[src/hdl/rtsp_pkg.sv]
// Package for the RTSP Transport header parser: phase codes, keyword masks,
// result kinds, register indices, result record and character helpers. No dependencies.
package rtsp_pkg;

  typedef enum logic [4:0] {
    PH_PROTO, PH_SLASH, PH_TAIL, PH_SEMI, PH_PSTART, PH_KEYWORD, PH_SKIP, PH_KWSP,
    PH_NUM_PRE, PH_NUM, PH_NUM_POST, PH_RANGE_PRE, PH_RANGE_NUM, PH_RANGE_POST,
    PH_CHAN2, PH_ADDR_PRE, PH_ADDR, PH_FAIL
  } phase_e;

  localparam int unsigned NumKw = 9;

  localparam logic [NumKw-1:0] K_UNI    = 9'h001;
  localparam logic [NumKw-1:0] K_MULTI  = 9'h002;
  localparam logic [NumKw-1:0] K_CLIENT = 9'h004;
  localparam logic [NumKw-1:0] K_SERVER = 9'h008;
  localparam logic [NumKw-1:0] K_PORT   = 9'h010;
  localparam logic [NumKw-1:0] K_DEST   = 9'h020;
  localparam logic [NumKw-1:0] K_SRC    = 9'h040;
  localparam logic [NumKw-1:0] K_SSRC   = 9'h080;
  localparam logic [NumKw-1:0] K_INTER  = 9'h100;
  localparam logic [NumKw-1:0] K_ALL    = 9'h1FF;

  localparam logic [1:0] KIND_SUMMARY = 2'd0;
  localparam logic [1:0] KIND_DEST    = 2'd1;
  localparam logic [1:0] KIND_SRC     = 2'd2;

  localparam logic [1:0] REG_PROTO_TEXT = 2'd0;
  localparam logic [1:0] REG_PROTO_LEN  = 2'd1;
  localparam logic [1:0] REG_USE_TCP    = 2'd2;
  localparam logic [1:0] REG_CHANNEL    = 2'd3;

  typedef struct packed {
    logic [1:0] kind;
    logic [5:0] idx;
    logic [7:0] chr;
    logic       ok;
    logic       uni;
    logic       multi;
    logic [31:0] client;
    logic [31:0] server;
    logic       ssrc_ok;
    logic [31:0] ssrc;
  } result_t;

  function automatic logic [7:0] lower(input logic [7:0] c);
    return (c >= 8'h41 && c <= 8'h5A) ? c + 8'd32 : c;
  endfunction

  function automatic logic is_space(input logic [7:0] c);
    return c == 8'h20 || (c >= 8'd9 && c <= 8'd13);
  endfunction

  // Keyword character at a position, 0 beyond its end.
  function automatic logic [7:0] kw_char(input int unsigned k, input logic [3:0] p);
    logic [87:0] s;
    case (k)
      0: s = {"unicast", 32'h0};
      1: s = {"multicast", 16'h0};
      2: s = {"client", "_port"};
      3: s = {"server", "_port"};
      4: s = {"port", 56'h0};
      5: s = "destination";
      6: s = {"source", 40'h0};
      7: s = {"ssrc", 56'h0};
      default: s = "interleaved";
    endcase
    if (p > 4'd10) return 8'h00;
    return s[8'd87 - 8'(p) * 8'd8 -: 8];
  endfunction

  function automatic logic [3:0] kw_len(input int unsigned k);
    case (k)
      0: return 4'd7;
      1: return 4'd9;
      4: return 4'd4;
      6: return 4'd6;
      7: return 4'd4;
      default: return 4'd11;
    endcase
  endfunction

endpackage

[src/hdl/rtsp_step.sv]
// Next-state logic for one header byte of the RTSP Transport parser.
// Depends on rtsp_pkg.
module rtsp_step #(
  parameter int unsigned AddressBytes = 64
) (
  input  logic [7:0]            c_i,
  input  logic [63:0]           protocol_text_i,
  input  logic [3:0]            protocol_length_i,
  input  logic                  use_tcp_i,
  input  logic [7:0]            interleave_channel_i,
  input  rtsp_pkg::phase_e      phase_i,
  input  logic [8:0]            kw_i,
  input  logic [3:0]            pos_i,
  input  logic [31:0]           acc_i,
  input  logic [31:0]           first_i,
  input  logic [$clog2(AddressBytes)-1:0] cnt_i,
  input  logic                  failed_i,
  input  logic [2:0]            flags_i,
  input  logic [31:0]           client_i,
  input  logic [31:0]           server_i,
  input  logic [31:0]           ssrc_i,
  output rtsp_pkg::phase_e      phase_o,
  output logic [8:0]            kw_o,
  output logic [3:0]            pos_o,
  output logic [31:0]           acc_o,
  output logic [31:0]           first_o,
  output logic [$clog2(AddressBytes)-1:0] cnt_o,
  output logic                  failed_o,
  output logic [2:0]            flags_o,
  output logic [31:0]           client_o,
  output logic [31:0]           server_o,
  output logic [31:0]           ssrc_o,
  output logic                  emit_o,
  output rtsp_pkg::result_t     res_o
);
  import rtsp_pkg::*;

  localparam int unsigned CntW = $clog2(AddressBytes);
  localparam logic [CntW-1:0] CntMax = CntW'(AddressBytes - 1);

  logic       hex;
  logic       is_dig, is_hex;
  logic [3:0] dval;
  logic [31:0] acc10, acc16;
  logic [3:0] plen;
  logic [7:0] pchar, tchar;
  logic [8:0] keep, hit;
  logic [7:0] lc;
  logic       sp;

  always_comb begin
    lc = lower(c_i);
    sp = is_space(c_i);
    hex = (kw_i & K_SSRC) != '0;
    is_dig = c_i >= 8'h30 && c_i <= 8'h39;
    is_hex = lc >= 8'h61 && lc <= 8'h66;
    dval = is_dig ? 4'(c_i - 8'h30) : 4'(lc - 8'h57);
    acc10 = (acc_i << 3) + (acc_i << 1) + 32'(dval);
    acc16 = (acc_i << 4) + 32'(dval);
    plen = protocol_length_i > 4'd8 ? 4'd8 : protocol_length_i;
    pchar = protocol_text_i[{pos_i[2:0], 3'b000} +: 8];
    case (pos_i[1:0])
      2'd0: tchar = use_tcp_i ? 8'h74 : 8'h75;
      2'd1: tchar = use_tcp_i ? 8'h63 : 8'h64;
      default: tchar = use_tcp_i ? 8'h70 : 8'h70;
    endcase
    keep = '0;
    hit = '0;
    for (int unsigned i = 0; i < NumKw; i++) begin
      if (kw_i[i] && pos_i < kw_len(i) && lc == kw_char(i, pos_i)) begin
        keep[i] = 1'b1;
        if (pos_i + 4'd1 == kw_len(i)) hit = 9'(1) << i;
      end
    end
  end

  // Byte evaluation, flattened into direct cases per phase.
  always_comb begin
    logic fin, rej, fok, okfirst, rng_ok;
    logic [8:0] kwn, kp, kh;
    phase_o = phase_i; kw_o = kw_i; pos_o = pos_i; acc_o = acc_i; first_o = first_i;
    cnt_o = cnt_i; failed_o = failed_i; flags_o = flags_i;
    client_o = client_i; server_o = server_i; ssrc_o = ssrc_i;
    emit_o = 1'b0; res_o = '0;
    fin = 1'b0; rej = 1'b0; fok = 1'b1; okfirst = 1'b1;
    kwn = kw_i; rng_ok = 1'b0;
    kp = keep; kh = hit;
    case (phase_i)
      PH_PROTO, PH_SLASH: begin
        if (phase_i == PH_PROTO && pos_i < plen) begin
          if (c_i == 8'h00 || lc != lower(pchar)) rej = 1'b1;
          else pos_o = pos_i + 4'd1;
        end else if (c_i == 8'h2F) begin
          phase_o = PH_TAIL; pos_o = '0;
        end else if (c_i == 8'h3B) phase_o = PH_PSTART;
        else rej = 1'b1;
      end
      PH_TAIL: begin
        if (pos_i > 4'd2 || lc != tchar) rej = 1'b1;
        else begin
          pos_o = pos_i + 4'd1;
          if (pos_i == 4'd2) phase_o = PH_SEMI;
        end
      end
      PH_SEMI: if (c_i == 8'h3B) phase_o = PH_PSTART; else rej = 1'b1;
      PH_PSTART, PH_KEYWORD: begin
        if (c_i == 8'h00) fin = 1'b1;
        else if (phase_i == PH_PSTART && sp) phase_o = PH_PSTART;
        else begin
          if (phase_i == PH_PSTART) begin
            kwn = K_ALL;
            kp = '0; kh = '0;
            for (int unsigned i = 0; i < NumKw; i++) begin
              if (lc == kw_char(i, 4'd0)) kp[i] = 1'b1;
            end
            pos_o = '0;
          end
          if (kp == '0) begin
            phase_o = (c_i == 8'h3B) ? PH_PSTART : PH_SKIP;
            kw_o = kwn;
          end else if (kh != '0) begin
            kw_o = kh; phase_o = PH_KWSP;
          end else begin
            kw_o = kp; phase_o = PH_KEYWORD;
            pos_o = (phase_i == PH_PSTART) ? 4'd1 : pos_i + 4'd1;
          end
        end
      end
      PH_SKIP: if (c_i == 8'h00) fin = 1'b1; else if (c_i == 8'h3B) phase_o = PH_PSTART;
      PH_KWSP: begin
        if (!sp) begin
          if ((kw_i & (K_UNI | K_MULTI)) != '0) begin
            flags_o = flags_i | (((kw_i & K_UNI) != '0) ? 3'd1 : 3'd2);
            if (c_i == 8'h00) fin = 1'b1;
            else if (c_i == 8'h3B) phase_o = PH_PSTART;
            else rej = 1'b1;
          end else if (c_i != 8'h3D) rej = 1'b1;
          else begin
            acc_o = '0;
            phase_o = ((kw_i & (K_DEST | K_SRC)) != '0) ? PH_ADDR_PRE : PH_NUM_PRE;
          end
        end
      end
      PH_NUM_PRE, PH_NUM, PH_NUM_POST: begin
        if (phase_i != PH_NUM_POST && (is_dig || (hex && is_hex))) begin
          acc_o = hex ? acc16 : acc10; phase_o = PH_NUM;
        end else if (phase_i == PH_NUM_PRE && sp) phase_o = PH_NUM_PRE;
        else if (phase_i == PH_NUM_POST && sp) phase_o = PH_NUM_POST;
        else begin
          if (phase_i != PH_NUM_POST) begin
            if ((kw_i & K_CLIENT) != '0) client_o = acc_i;
            if ((kw_i & (K_SERVER | K_PORT)) != '0) server_o = acc_i;
            if ((kw_i & K_INTER) != '0) okfirst = acc_i == {24'h0, interleave_channel_i};
          end
          if (!okfirst) rej = 1'b1;
          else if (phase_i != PH_NUM_POST && sp) phase_o = PH_NUM_POST;
          else if ((kw_i & K_SSRC) != '0) begin
            if (c_i != 8'h00 && c_i != 8'h3B) rej = 1'b1;
            else begin
              flags_o = flags_i | 3'd4; ssrc_o = acc_i;
              if (c_i == 8'h00) fin = 1'b1; else phase_o = PH_PSTART;
            end
          end else if (c_i == 8'h2D) begin
            first_o = acc_i; acc_o = '0;
            phase_o = ((kw_i & K_INTER) != '0) ? PH_CHAN2 : PH_RANGE_PRE;
          end else if (c_i == 8'h00) fin = 1'b1;
          else if (c_i == 8'h3B && (kw_i & K_INTER) == '0) phase_o = PH_PSTART;
          else rej = 1'b1;
        end
      end
      PH_RANGE_PRE, PH_RANGE_NUM, PH_RANGE_POST: begin
        rng_ok = !(acc_i < first_i || acc_i > first_i + 32'd1);
        if (phase_i != PH_RANGE_POST && is_dig) begin
          acc_o = acc10; phase_o = PH_RANGE_NUM;
        end else if (phase_i == PH_RANGE_PRE && sp) phase_o = PH_RANGE_PRE;
        else if (phase_i != PH_RANGE_POST && !rng_ok) rej = 1'b1;
        else if (sp) phase_o = PH_RANGE_POST;
        else if (c_i == 8'h00) fin = 1'b1;
        else if (c_i == 8'h3B) phase_o = PH_PSTART;
        else begin
          // Stray character restarts a parameter on this same byte.
          kw_o = K_ALL; pos_o = 4'd1; kp = '0;
          for (int unsigned i = 0; i < NumKw; i++) begin
            if (lc == kw_char(i, 4'd0)) kp[i] = 1'b1;
          end
          if (kp == '0) begin phase_o = PH_SKIP; pos_o = '0; end
          else begin kw_o = kp; phase_o = PH_KEYWORD; end
        end
      end
      PH_CHAN2: begin
        if (is_dig) acc_o = acc10;
        else if (first_i + 32'd1 != acc_i) rej = 1'b1;
        else if (c_i == 8'h00) fin = 1'b1;
        else if (c_i == 8'h3B) phase_o = PH_PSTART;
        else rej = 1'b1;
      end
      PH_ADDR_PRE: begin
        if (!sp) begin
          if (c_i == 8'h00 || c_i == 8'h3B) rej = 1'b1;
          else begin
            cnt_o = CntW'(1); phase_o = PH_ADDR; emit_o = 1'b1;
            res_o.kind = ((kw_i & K_DEST) != '0) ? KIND_DEST : KIND_SRC;
            res_o.chr = c_i;
          end
        end
      end
      PH_ADDR: begin
        if (c_i == 8'h00) fin = 1'b1;
        else if (c_i == 8'h3B) phase_o = PH_PSTART;
        else if (cnt_i < CntMax) begin
          cnt_o = cnt_i + CntW'(1); emit_o = 1'b1;
          res_o.kind = ((kw_i & K_DEST) != '0) ? KIND_DEST : KIND_SRC;
          res_o.idx = 6'(cnt_i);
          res_o.chr = c_i;
        end
      end
      PH_FAIL: if (c_i == 8'h00) begin fin = 1'b1; fok = 1'b0; end
      default: rej = 1'b1;
    endcase
    if (rej) begin
      failed_o = 1'b1; phase_o = PH_FAIL;
      if (c_i == 8'h00) begin fin = 1'b1; fok = 1'b0; end
    end
    if (fin) begin
      emit_o = 1'b1;
      res_o = '0;
      res_o.ok = fok && !(failed_i || rej);
      res_o.uni = flags_o[0];
      res_o.multi = flags_o[1];
      res_o.ssrc_ok = flags_o[2];
      res_o.client = client_o;
      res_o.server = server_o;
      res_o.ssrc = ssrc_o;
      phase_o = PH_PROTO; kw_o = K_ALL; pos_o = '0; acc_o = '0; first_o = '0;
      cnt_o = '0; failed_o = 1'b0; flags_o = '0;
      client_o = '0; server_o = '0; ssrc_o = '0;
    end
  end

endmodule

[src/hdl/rtsp_transport_header_parser.sv]
// Top level of the RTSP Transport header parser: registers, handshakes and
// output stage. Depends on rtsp_pkg and rtsp_step.
//
// One header byte is accepted per cycle and evaluated in a single pass of
// combinational logic between the parser state registers and a one-entry
// result register; a byte 0 ends the header and yields a summary, and address
// value characters yield one character result each, up to ADDRESS_BYTES - 1
// per value. Throughput is one item per clock while results are taken; a
// result is valid in the cycle after its byte is accepted. The sole limit on
// rate is the result register: a byte is accepted whenever that register is
// empty or is being drained in the same cycle, so in_ready drops only while an
// undelivered result is held. Configuration writes take effect on the next byte.
module rtsp_transport_header_parser #(
  parameter int unsigned ADDRESS_BYTES = 64
) (
  input  logic        clk_i,
  input  logic        rst_ni,
  input  logic        cfg_we_i,
  input  logic [1:0]  cfg_index_i,
  input  logic [63:0] cfg_data_i,
  input  logic        in_valid_i,
  output logic        in_ready_o,
  input  logic [7:0]  header_byte_i,
  output logic        out_valid_o,
  input  logic        out_ready_i,
  output logic [1:0]  result_kind_o,
  output logic [5:0]  char_index_o,
  output logic [7:0]  char_value_o,
  output logic        parse_ok_o,
  output logic        unicast_seen_o,
  output logic        multicast_seen_o,
  output logic [31:0] client_port_value_o,
  output logic [31:0] server_port_value_o,
  output logic        ssrc_seen_o,
  output logic [31:0] ssrc_value_o
);
  import rtsp_pkg::*;

  localparam int unsigned CntW = $clog2(ADDRESS_BYTES);

  logic [63:0] ptext_q;
  logic [3:0]  plen_q;
  logic        tcp_q;
  logic [7:0]  chan_q;

  phase_e      phase_q, phase_d;
  logic [8:0]  kw_q, kw_d;
  logic [3:0]  pos_q, pos_d;
  logic [31:0] acc_q, acc_d, first_q, first_d;
  logic [CntW-1:0] cnt_q, cnt_d;
  logic        failed_q, failed_d;
  logic [2:0]  flags_q, flags_d;
  logic [31:0] client_q, client_d, server_q, server_d, ssrc_q, ssrc_d;

  logic        emit;
  result_t     res_d, res_q;
  logic        ovalid_q;
  logic        accept;

  assign in_ready_o = !ovalid_q || out_ready_i;
  assign accept = in_valid_i && in_ready_o;

  rtsp_step #(.AddressBytes(ADDRESS_BYTES)) u_step (
    .c_i(header_byte_i), .protocol_text_i(ptext_q), .protocol_length_i(plen_q),
    .use_tcp_i(tcp_q), .interleave_channel_i(chan_q),
    .phase_i(phase_q), .kw_i(kw_q), .pos_i(pos_q), .acc_i(acc_q), .first_i(first_q),
    .cnt_i(cnt_q), .failed_i(failed_q), .flags_i(flags_q), .client_i(client_q),
    .server_i(server_q), .ssrc_i(ssrc_q),
    .phase_o(phase_d), .kw_o(kw_d), .pos_o(pos_d), .acc_o(acc_d), .first_o(first_d),
    .cnt_o(cnt_d), .failed_o(failed_d), .flags_o(flags_d), .client_o(client_d),
    .server_o(server_d), .ssrc_o(ssrc_d), .emit_o(emit), .res_o(res_d)
  );

  always_ff @(posedge clk_i or negedge rst_ni) begin
    if (!rst_ni) begin
      ptext_q <= '0; plen_q <= '0; tcp_q <= 1'b0; chan_q <= '0;
      phase_q <= PH_PROTO; kw_q <= K_ALL; pos_q <= '0; acc_q <= '0; first_q <= '0;
      cnt_q <= '0; failed_q <= 1'b0; flags_q <= '0;
      client_q <= '0; server_q <= '0; ssrc_q <= '0;
      ovalid_q <= 1'b0;
    end else begin
      if (cfg_we_i) begin
        case (cfg_index_i)
          REG_PROTO_TEXT: ptext_q <= cfg_data_i;
          REG_PROTO_LEN:  plen_q <= cfg_data_i[3:0];
          REG_USE_TCP:    tcp_q <= cfg_data_i[0];
          REG_CHANNEL:    chan_q <= cfg_data_i[7:0];
          default: ;
        endcase
      end
      if (accept) begin
        phase_q <= phase_d; kw_q <= kw_d; pos_q <= pos_d; acc_q <= acc_d;
        first_q <= first_d; cnt_q <= cnt_d; failed_q <= failed_d; flags_q <= flags_d;
        client_q <= client_d; server_q <= server_d; ssrc_q <= ssrc_d;
      end
      if (in_ready_o) ovalid_q <= accept && emit;
    end
  end

  always_ff @(posedge clk_i) begin
    if (accept && emit) res_q <= res_d;
  end

  assign out_valid_o = ovalid_q;
  assign result_kind_o = res_q.kind;
  assign char_index_o = res_q.idx;
  assign char_value_o = res_q.chr;
  assign parse_ok_o = res_q.ok;
  assign unicast_seen_o = res_q.uni;
  assign multicast_seen_o = res_q.multi;
  assign client_port_value_o = res_q.client;
  assign server_port_value_o = res_q.server;
  assign ssrc_seen_o = res_q.ssrc_ok;
  assign ssrc_value_o = res_q.ssrc;

`ifndef NO_ASSERTIONS
  a_hold: assert property (@(posedge clk_i) disable iff (!rst_ni)
    ovalid_q && !out_ready_i |=> ovalid_q && $stable(res_q))
    else $error("result lost while stalled");
  a_ready: assert property (@(posedge clk_i) disable iff (!rst_ni)
    !ovalid_q |-> in_ready_o) else $error("stall without pending result");
  a_clear: assert property (@(posedge clk_i) disable iff (!rst_ni)
    accept && header_byte_i == 8'h00 |=> phase_q == PH_PROTO && !failed_q)
    else $error("header state not cleared");
  a_sum: assert property (@(posedge clk_i) disable iff (!rst_ni)
    accept && header_byte_i == 8'h00 |=> ovalid_q && res_q.kind == KIND_SUMMARY)
    else $error("missing summary");
`endif

endmodule
[config.mk]
export PLATFORM = sky130hd
export DESIGN_NAME = rtsp_transport_header_parser
export DESIGN_NICKNAME = d
export VERILOG_FILES = /design/src/hdl/rtsp_pkg.sv /design/src/hdl/rtsp_step.sv /design/src/hdl/rtsp_transport_header_parser.sv
export SDC_FILE = /design/constraint.sdc
export NUM_CORES = 1
export LEC_CHECK = 0
export BUFFER_PORTS_ARGS = -buffer_cell sky130_fd_sc_hd__clkbuf_2
export CORE_MARGIN = 2
export CORE_UTILIZATION = 28
export CTS_BUF_LIST = sky130_fd_sc_hd__clkbuf_4
export DETAILED_ROUTE_END_ITERATION = 12
export GPL_TIMING_DRIVEN = 0
export SYNTH_ARGS = -nofsm -noshare
export SYNTH_HDL_FRONTEND = slang
export SYNTH_SLANG_ARGS = --single-unit
[constraint.sdc]
create_clock -name clk_i -period 11 [get_ports clk_i]
set_clock_uncertainty 0.1 [all_clocks]
set_input_delay 2.2 -clock clk_i [delete_from_list [all_inputs] [get_ports clk_i]]
set_output_delay 2.2 -clock clk_i [all_outputs]
set_load 0.02 [all_outputs]
==> impl_metrics.yaml, run 1 <==
detailed_routing:
  met1_length_mm: 37.54
  wire_per_inst_um: 21.68
  wl_met3_mm: 6.737
  drt_iter0_markers: 2052
  met2_length_mm: 40.88
  topRoutingLayerUsed: "met5"
  vias: 21980
  wirelength_mm: 88.36
  drt.antenna.violating_nets: 0
  drc: 0
  dr.pass1.iters: 5
  viasPerCell: 5.394
worst_setup_path:
  path_class: "input port to flop"
  timing.rr.start: "first_q[0]$_DFFE_PN0P_"
  rr_worst_depth: 20
  crit_start: "header_byte_i[0]"
  cp.arrival_ns: 8.90
  crit_path_end_kind: "flop"
  timing.rr.end: "phase_q[1]$_DFFE_PN0P_"
  cp_top_family: "compound AO/OA/AOI/OAI gates"
  path_max_fanout: 11
  cp_slowest_stage_delay_ns: 0.61
  cp_num_buf_inv: 6
  rrSetupSlack_ns: 4.44
  cpMaxStageDelayCell: "clkbuf_1"
  cp-start-kind: "input port"
  crit_required_ns: 11.71
placed_design:
  dpl.hpwl_mm: 66.76
  globalplace.congestion: 0.9394
  portBuffers: 196
  dp_cells: 3875
clock_tree:
  cts.sinks: 382
  h-tree-depth: 3
  path_clk_slew_ns: 0.06
  postCtsResizedCells: 0
  root_buffer: "clkbuf_4"
  cts_tree: "yes"
  postCtsHoldBufs: 0
  cts_setup_buffers: 0
  clock_tree.buffer_depth: 3
  cts_made_buffers: 103
  insertion_delay_ns: 0.95
floorplan:
  io_pins: 197
  die_w_um: 300.7
  die-area_um2: 90420
  start_util: 0.2832
  fp-row-count: 108
  fp.dieH_um: 300.7
  coreArea_um2: 87020
synth:
  synth_edf_count: 116
  synth_common_cells: "nand2_1 (278), dfrtp_1 (257), a21oi_1 (191), nor2_1 (178), ha_1 (143)"
  synth-seq-area-share: 0.4118
  synth_cell_types: 103
  yosys.area.top_type: "dfrtp_1"
  synth_fp_nets: 2740
  synthFlopType: "dfrtp_1"
  netlist_area_um2: 24650
  yosys_warnings: 0
  synth.ff_latch_count: 382
  syn_avg_cell_area_um2: 9.797
  netlist_top_cells_area: "dfrtp_1 (26%), edfxtp_1 (14%), ha_1 (7.3%)"
  netlist_instances: 2516
  synth_top_area_share: 0.2609
  async_flop_share: 0.6963
  yosysMostFrequentCell: "nand2_1"
sta:
  slew_headroom: 0.2025
  fmax_mhz: 122.1
  post-route-period-util: 0.7448
  slew_viol_final: 0
  fin_crit_ns: 8.192
  setup_violations: 0
  hold_viol: 0
  rsz0062_at_grt: "false"
  tightestPinTransition_ns: 1.185
final_layout:
  postLayoutCoreUtil: 0.3301
  seq_area_um2: 10150
  fin_cells: 4075
  nNetsFinal: 3049
  fillers: 9114
  multi_input_area_um2: 13440
  area_growth_pct: 16.53
  post_route_cells_drive_above_1_share: 0.1947
hold_path:
  worstHoldPathType: "flop to flop"
  hp-start: "client_q[12]$_DFFE_PN0P_"
  hold_end: "client_q[12]$_DFFE_PN0P_"
  hold_depth: 1
global_routing:
  grt_overflow: 0
  grt_pass1_vias: 21380
  antenna_found_initial: 6
  grt_pass1_wl_mm: 133.3
  gr-usage-all-layers: 0.1919
  grt_max_degree: 89
pwr:
  seqPwrFrac: 0.351
  p_int_mw: 3.120
  irDropWorstVdd_v: 0.0001250
  clkPwrFrac: 0.259
  p_per_area_nw_per_um2: 181.4
  p_sw_frac: 0.4011
  leakagePower_nw: 11.86
  switchingPower_mw: 2.089
  pwr-share-comb: 0.389
flow_run:
  maxCapViolCount: 0
run_status:
  status: "finished clean"
[power groups by stage]
stage          sequential [mW]  combinational [mW]  clock (mW)
4_1_cts                   1.83                1.99        1.39
5_1_grt                   1.85                2.17        1.47
3_3_place_gp              1.88                1.95           0
3_5_place_dp              1.86                1.98           0
2_1_floorplan             1.89                1.30           0
6_report                  1.83                2.03        1.35
[kinds of logic (layout without fill, tap and decap cells)]
group                      after synthesis  count (layout)  synth area share
xor gates and xnor gates               107             107           0.03878
buffers and inverters                  263             659           0.04396
and+or+nand+nor                        777             777            0.1515
AOI/OAI and AO/OA                      663             663            0.1940
adders and majority gates              145             145           0.07421
muxes                                  179             179           0.08569
DFF                                    382             382            0.4118
other                                    0               8                 0
[sequential cells by signal, indices dropped and copies added (netlist names), 2 cells and up]
name,flops
ptext_q,64
acc_q,32
client_port_value_o,32
client_q,32
first_q,32
server_port_value_o,32
server_q,32
ssrc_q,32
ssrc_value_o,32
kw_q,9
chan_q,8
char_value_o,8
char_index_o,6
cnt_q,6
phase_q,5
plen_q,4
pos_q,4
flags_q,3
result_kind_o,2
[stage by stage]
stage | power [mW] | worst slack, ns | hold WS (ns) | setup TNS (ns) | instance area (um^2)
detailed placement | 3.836 | 2.006 | 0.3802 | 0 | 27310
finish | 5.209 | 2.808 | 0.3904 | 0 | 28720
global placement | 3.830 | -0.7447 | 0.3720 | -62.21 | 27080
floorplan | 3.187 | 2.740 | 0.3632 | 0 | 24650
CTS | 5.206 | 2.989 | 0.3944 | 0 | 28700
global route | 5.480 | 2.414 | 0.4033 | 0 | 28720
[cell usage in the layout (no fill, tap or decap), drive strengths merged, types with 22 or more instances in the layout]
cell type and count:
a21o 30, a21oi 194, a22oi 27, a31oi 25
a32o 97, and2 26, and3 27, buf 54
clkbuf 491, clkinv 34, dfrtp 257, edfxtp 116
ha 143, inv 76, mux2 80, mux2i 83
nand2 278, nand3 42, nand4 41, nor2 179
nor3 53, nor4 22, o21ai 101, o31ai 29
xnor2 99
[routing by layer]
| layer | GRT usage | vias up |
|---|---|---|
| met3 | 0.04315 | 212 |
| met1 | 0.2524 | 10780 |
| li1 | - | 10080 |
| met4 | 0.06941 | 8 |
| met5 | 0 | - |
| met2 | 0.3084 | 902 |
[worst register-to-register path, stage by stage, from the launching register on]
cell	delay, ns
dfrtp_1	0.42
ha_1	0.24
nand2_1	0.08
nor2_1	0.32
nand4_1	0.36
nor3_1	0.58
nand2_1	0.27
nor4_1	0.34
xnor2_1	0.11
ha_1	0.32
nand4_1	0.18
or4_1	0.63
nor2_1	0.34
nor2_1	0.07
o21ai_0	0.18
nand2_1	0.18
a21oi_1	0.20
a31oi_1	0.28
a221oi_2	0.84
or4_1	0.23
nand3_1	0.10
[layout make-up]
class,instances,area share
clock inverter,39,0.008364
tap,1155,0.05031
antenna,8,0.0006970
timing repair buffer,204,0.04160
multi-input combinational,1871,0.4679
inverter,75,0.009801
sequential,382,0.3534
buffer,188,0.02792
clock buffer,153,0.03999
[how the worst max path moves through the flow]
stage                       endpoint  slack [ns]  cells past startpoint
4_1_cts        acc_q[31]$_DFFE_PN0P_        2.99                     25
3_3_place_gp    cnt_q[0]$_DFFE_PN0P_       -0.74                     12
2_1_floorplan   cnt_q[0]$_DFFE_PN0P_        2.74                     13
3_5_place_dp   acc_q[31]$_DFFE_PN0P_        2.01                     25
6_report       acc_q[30]$_DFFE_PN0P_        2.81                     26
5_1_grt        acc_q[31]$_DFFE_PN0P_        2.41                     25
Power figures use the tool's default switching activity.
==> run 2, diff against run 1 <==
clock period = 7.23 ns   (was 11 ns; I/O delays follow)
==> run 2 against run 1 <==
Compared with the run above: hold slack barely moved; design area is essentially flat; highest routed layer unchanged; critical endpoint unchanged; largest power group unchanged; first-iteration DRC count rose by 6.7%; largest cell class unchanged.
==> impl_metrics.yaml, run 2 (same netlist as run 1, synthesis figures left out) <==
sta:
  post-route-period-util: 0.9433
  setup_violations: 0
  hold_viol: 0
  tightestPinTransition_ns: 1.277
  fin_crit_ns: 6.820
  slew_headroom: 0.1424
  worst_slack_ns: 0.4097
  slew_viol_final: 0
  fmax_mhz: 146.6
  rsz0062_at_grt: "false"
  hold_slack_ns: 0.3900
pwr:
  clkPwrFrac: 0.262
  leakagePower_nw: 11.85
  p_sw_frac: 0.4001
  switchingPower_mw: 3.172
  pwr-share-comb: 0.386
  irDropWorstVdd_v: 0.0001429
  p_int_mw: 4.755
  seqPwrFrac: 0.352
  p_per_area_nw_per_um2: 276.2
  total_power_mw: 7.926
worst_setup_path:
  timing.rr.start: "first_q[0]$_DFFE_PN0P_"
  crit_path_end_kind: "flop"
  rrSetupSlack_ns: 0.69
  cp-start-kind: "input port"
  path_cells: "clkbuf_2 -> clkinvlp_4 -> ha_1 -> clkbuf_1 -> o21bai_1 -> a21oi_1 -> o21bai_2 -> nand2_1 -> xnor2_1 -> ha_1 -> ha_1 -> inv_1 -> fa_1 -> nor2b_1 -> o21a_1 -> o21ai_0 -> a21oi_1 -> o31a_1 -> nor4b_1 -> o31ai_1 -> a211o_1 -> a21oi_1 -> xnor2_1 -> a221o_1"
  timing.rr.end: "phase_q[1]$_DFFE_PN0P_"
  rr_worst_depth: 20
  cpMaxStageDelayCell: "clkinvlp_4"
  cp.arrival_ns: 7.51
  cp_slowest_stage_delay_ns: 0.47
  crit_required_ns: 7.92
  path_class: "input port to flop"
  path_max_fanout: 13
final_layout:
  top_register: "ptext_q"
  area_growth_pct: 16.41
  layout_common_cells: "nand2_1 (278), dfrtp_1 (257), clkbuf_2 (195), a21oi_1 (190), nor2_1 (178)"
  post_route_cells_drive_above_1_share: 0.1981
  mostFrequentLayoutCell: "nand2_1"
  nNetsFinal: 3049
  largest_reg_flops: 64
placed_design:
  globalplace.congestion: 0.9493
  post-place-ws_ns: -1.018
  portBuffers: 196
  dpl.hpwl_mm: 66.67
global_routing:
  gr-usage-all-layers: 0.1918
  grt_pass1_wl_mm: 132.6
  grt_max_degree: 109
  grt_pass1_vias: 21440
  grt_overflow: 0
  antenna_found_initial: 8
flow_run:
  maxCapViolCount: 0
hold_path:
  worstHoldPathType: "flop to flop"
  hold_end: "client_q[8]$_DFFE_PN0P_"
  hp-start: "client_q[8]$_DFFE_PN0P_"
  hold_depth: 1
detailed_routing:
  drt.antenna.violating_nets: 0
  dr.pass1.iters: 6
  drt_iter0_markers: 2190
  wirelength_mm: 88.15
  wire_per_inst_um: 21.65
  drc: 0
  viasPerCell: 5.392
  vias: 21960
floorplan:
  start_util: 0.2832
  io_pins: 197
  die_w_um: 300.7
  coreArea_um2: 87020
  fp-row-count: 108
  fp.dieH_um: 300.7
  die-area_um2: 90420
clock_tree:
  cts.sinks: 382
  postCtsHoldBufs: 0
  insertion_delay_ns: 0.96
  cts_tree: "yes"
  clock_tree.buffer_depth: 3
  h-tree-depth: 3
  cts_setup_buffers: 0
  path_clk_slew_ns: 0.07
  root_buffer: "clkbuf_4"
  cts_made_buffers: 105
run_status:
  status: "finished clean"
-- run 2: worst max path at each step --
stage,start,to,slack [ns],cells past startpoint
2_1_floorplan,header_byte_i[0],acc_q[31]$_DFFE_PN0P_,0.82,24
3_3_place_gp,header_byte_i[0],cnt_q[0]$_DFFE_PN0P_,-1.59,12
3_5_place_dp,header_byte_i[0],acc_q[30]$_DFFE_PN0P_,-1.02,26
4_1_cts,header_byte_i[0],acc_q[31]$_DFFE_PN0P_,0.29,24
5_1_grt,header_byte_i[0],acc_q[30]$_DFFE_PN0P_,0.1,24
6_report,header_byte_i[0],acc_q[30]$_DFFE_PN0P_,0.41,24
-- run 2: layout make-up --
type / count / area (um^2)
Clock buffer: 157 / 1179
Buffer: 186 / 794.5
Fill cell: 9109 / 58330
Inverter: 75 / 285.3
Multi-Input combinational cell: 1871 / 13440
Sequential cell: 382 / 10150
Timing Repair Buffer: 204 / 1150
Tap cell: 1155 / 1445
Clock inverter: 38 / 239.0
Antenna cell: 4 / 10.01
-- run 2: worst max-delay path: cells and delay by family --
kind / cells / cell delay, ns
AO/OA/AOI/OAI: 11 / 2.68
XOR/XNOR: 2 / 0.49
adder cells (fa/ha/maj): 4 / 1.08
buffers and inverters: 4 / 1.19
AND/OR/NAND/NOR: 3 / 0.61
-- run 2: power groups by stage --
stage	clock, mW	sequential, mW	combinational, mW
global placement	0	2.84	2.97
finish	2.08	2.79	3.06
CTS	2.14	2.79	3.01
detailed placement	0	2.83	3.00
floorplan	0	2.87	1.98
global route	2.26	2.81	3.28
-- run 2: metrics by stage --
stage	setup TNS, ns	instance area, um^2	util	cells
global route	0	28690	0.3297	4070
CTS	0	28670	0.3294	4068
floorplan	0	24660	-	2516
detailed placement	-10.38	27250	0.3132	3874
global placement	-529.60	27090	0.3112	3867
finish	0	28690	0.3297	4072
-- run 2: what timing repair did --
item / 4_1_cts / 5_1_grt
cloned: 0 / 0
endpoints found under the setup margin: 1 / 3
hold endpoints to repair: 0 / 0
gates resized for setup: 0 / 2
-- run 2: metal layers --
| layer | wire (um) | GRT usage | vias to the layer above | share of wire |
|---|---|---|---|---|
| met5 | 65 | 0 | - | 0.00074 |
| met4 | 3066 | 0.07001 | 10 | 0.035 |
| met3 | 6269 | 0.04242 | 204 | 0.071 |
| met2 | 40960 | 0.3075 | 864 | 0.46 |
| met1 | 37780 | 0.2530 | 10800 | 0.43 |
| li1 | - | - | 10080 | - |
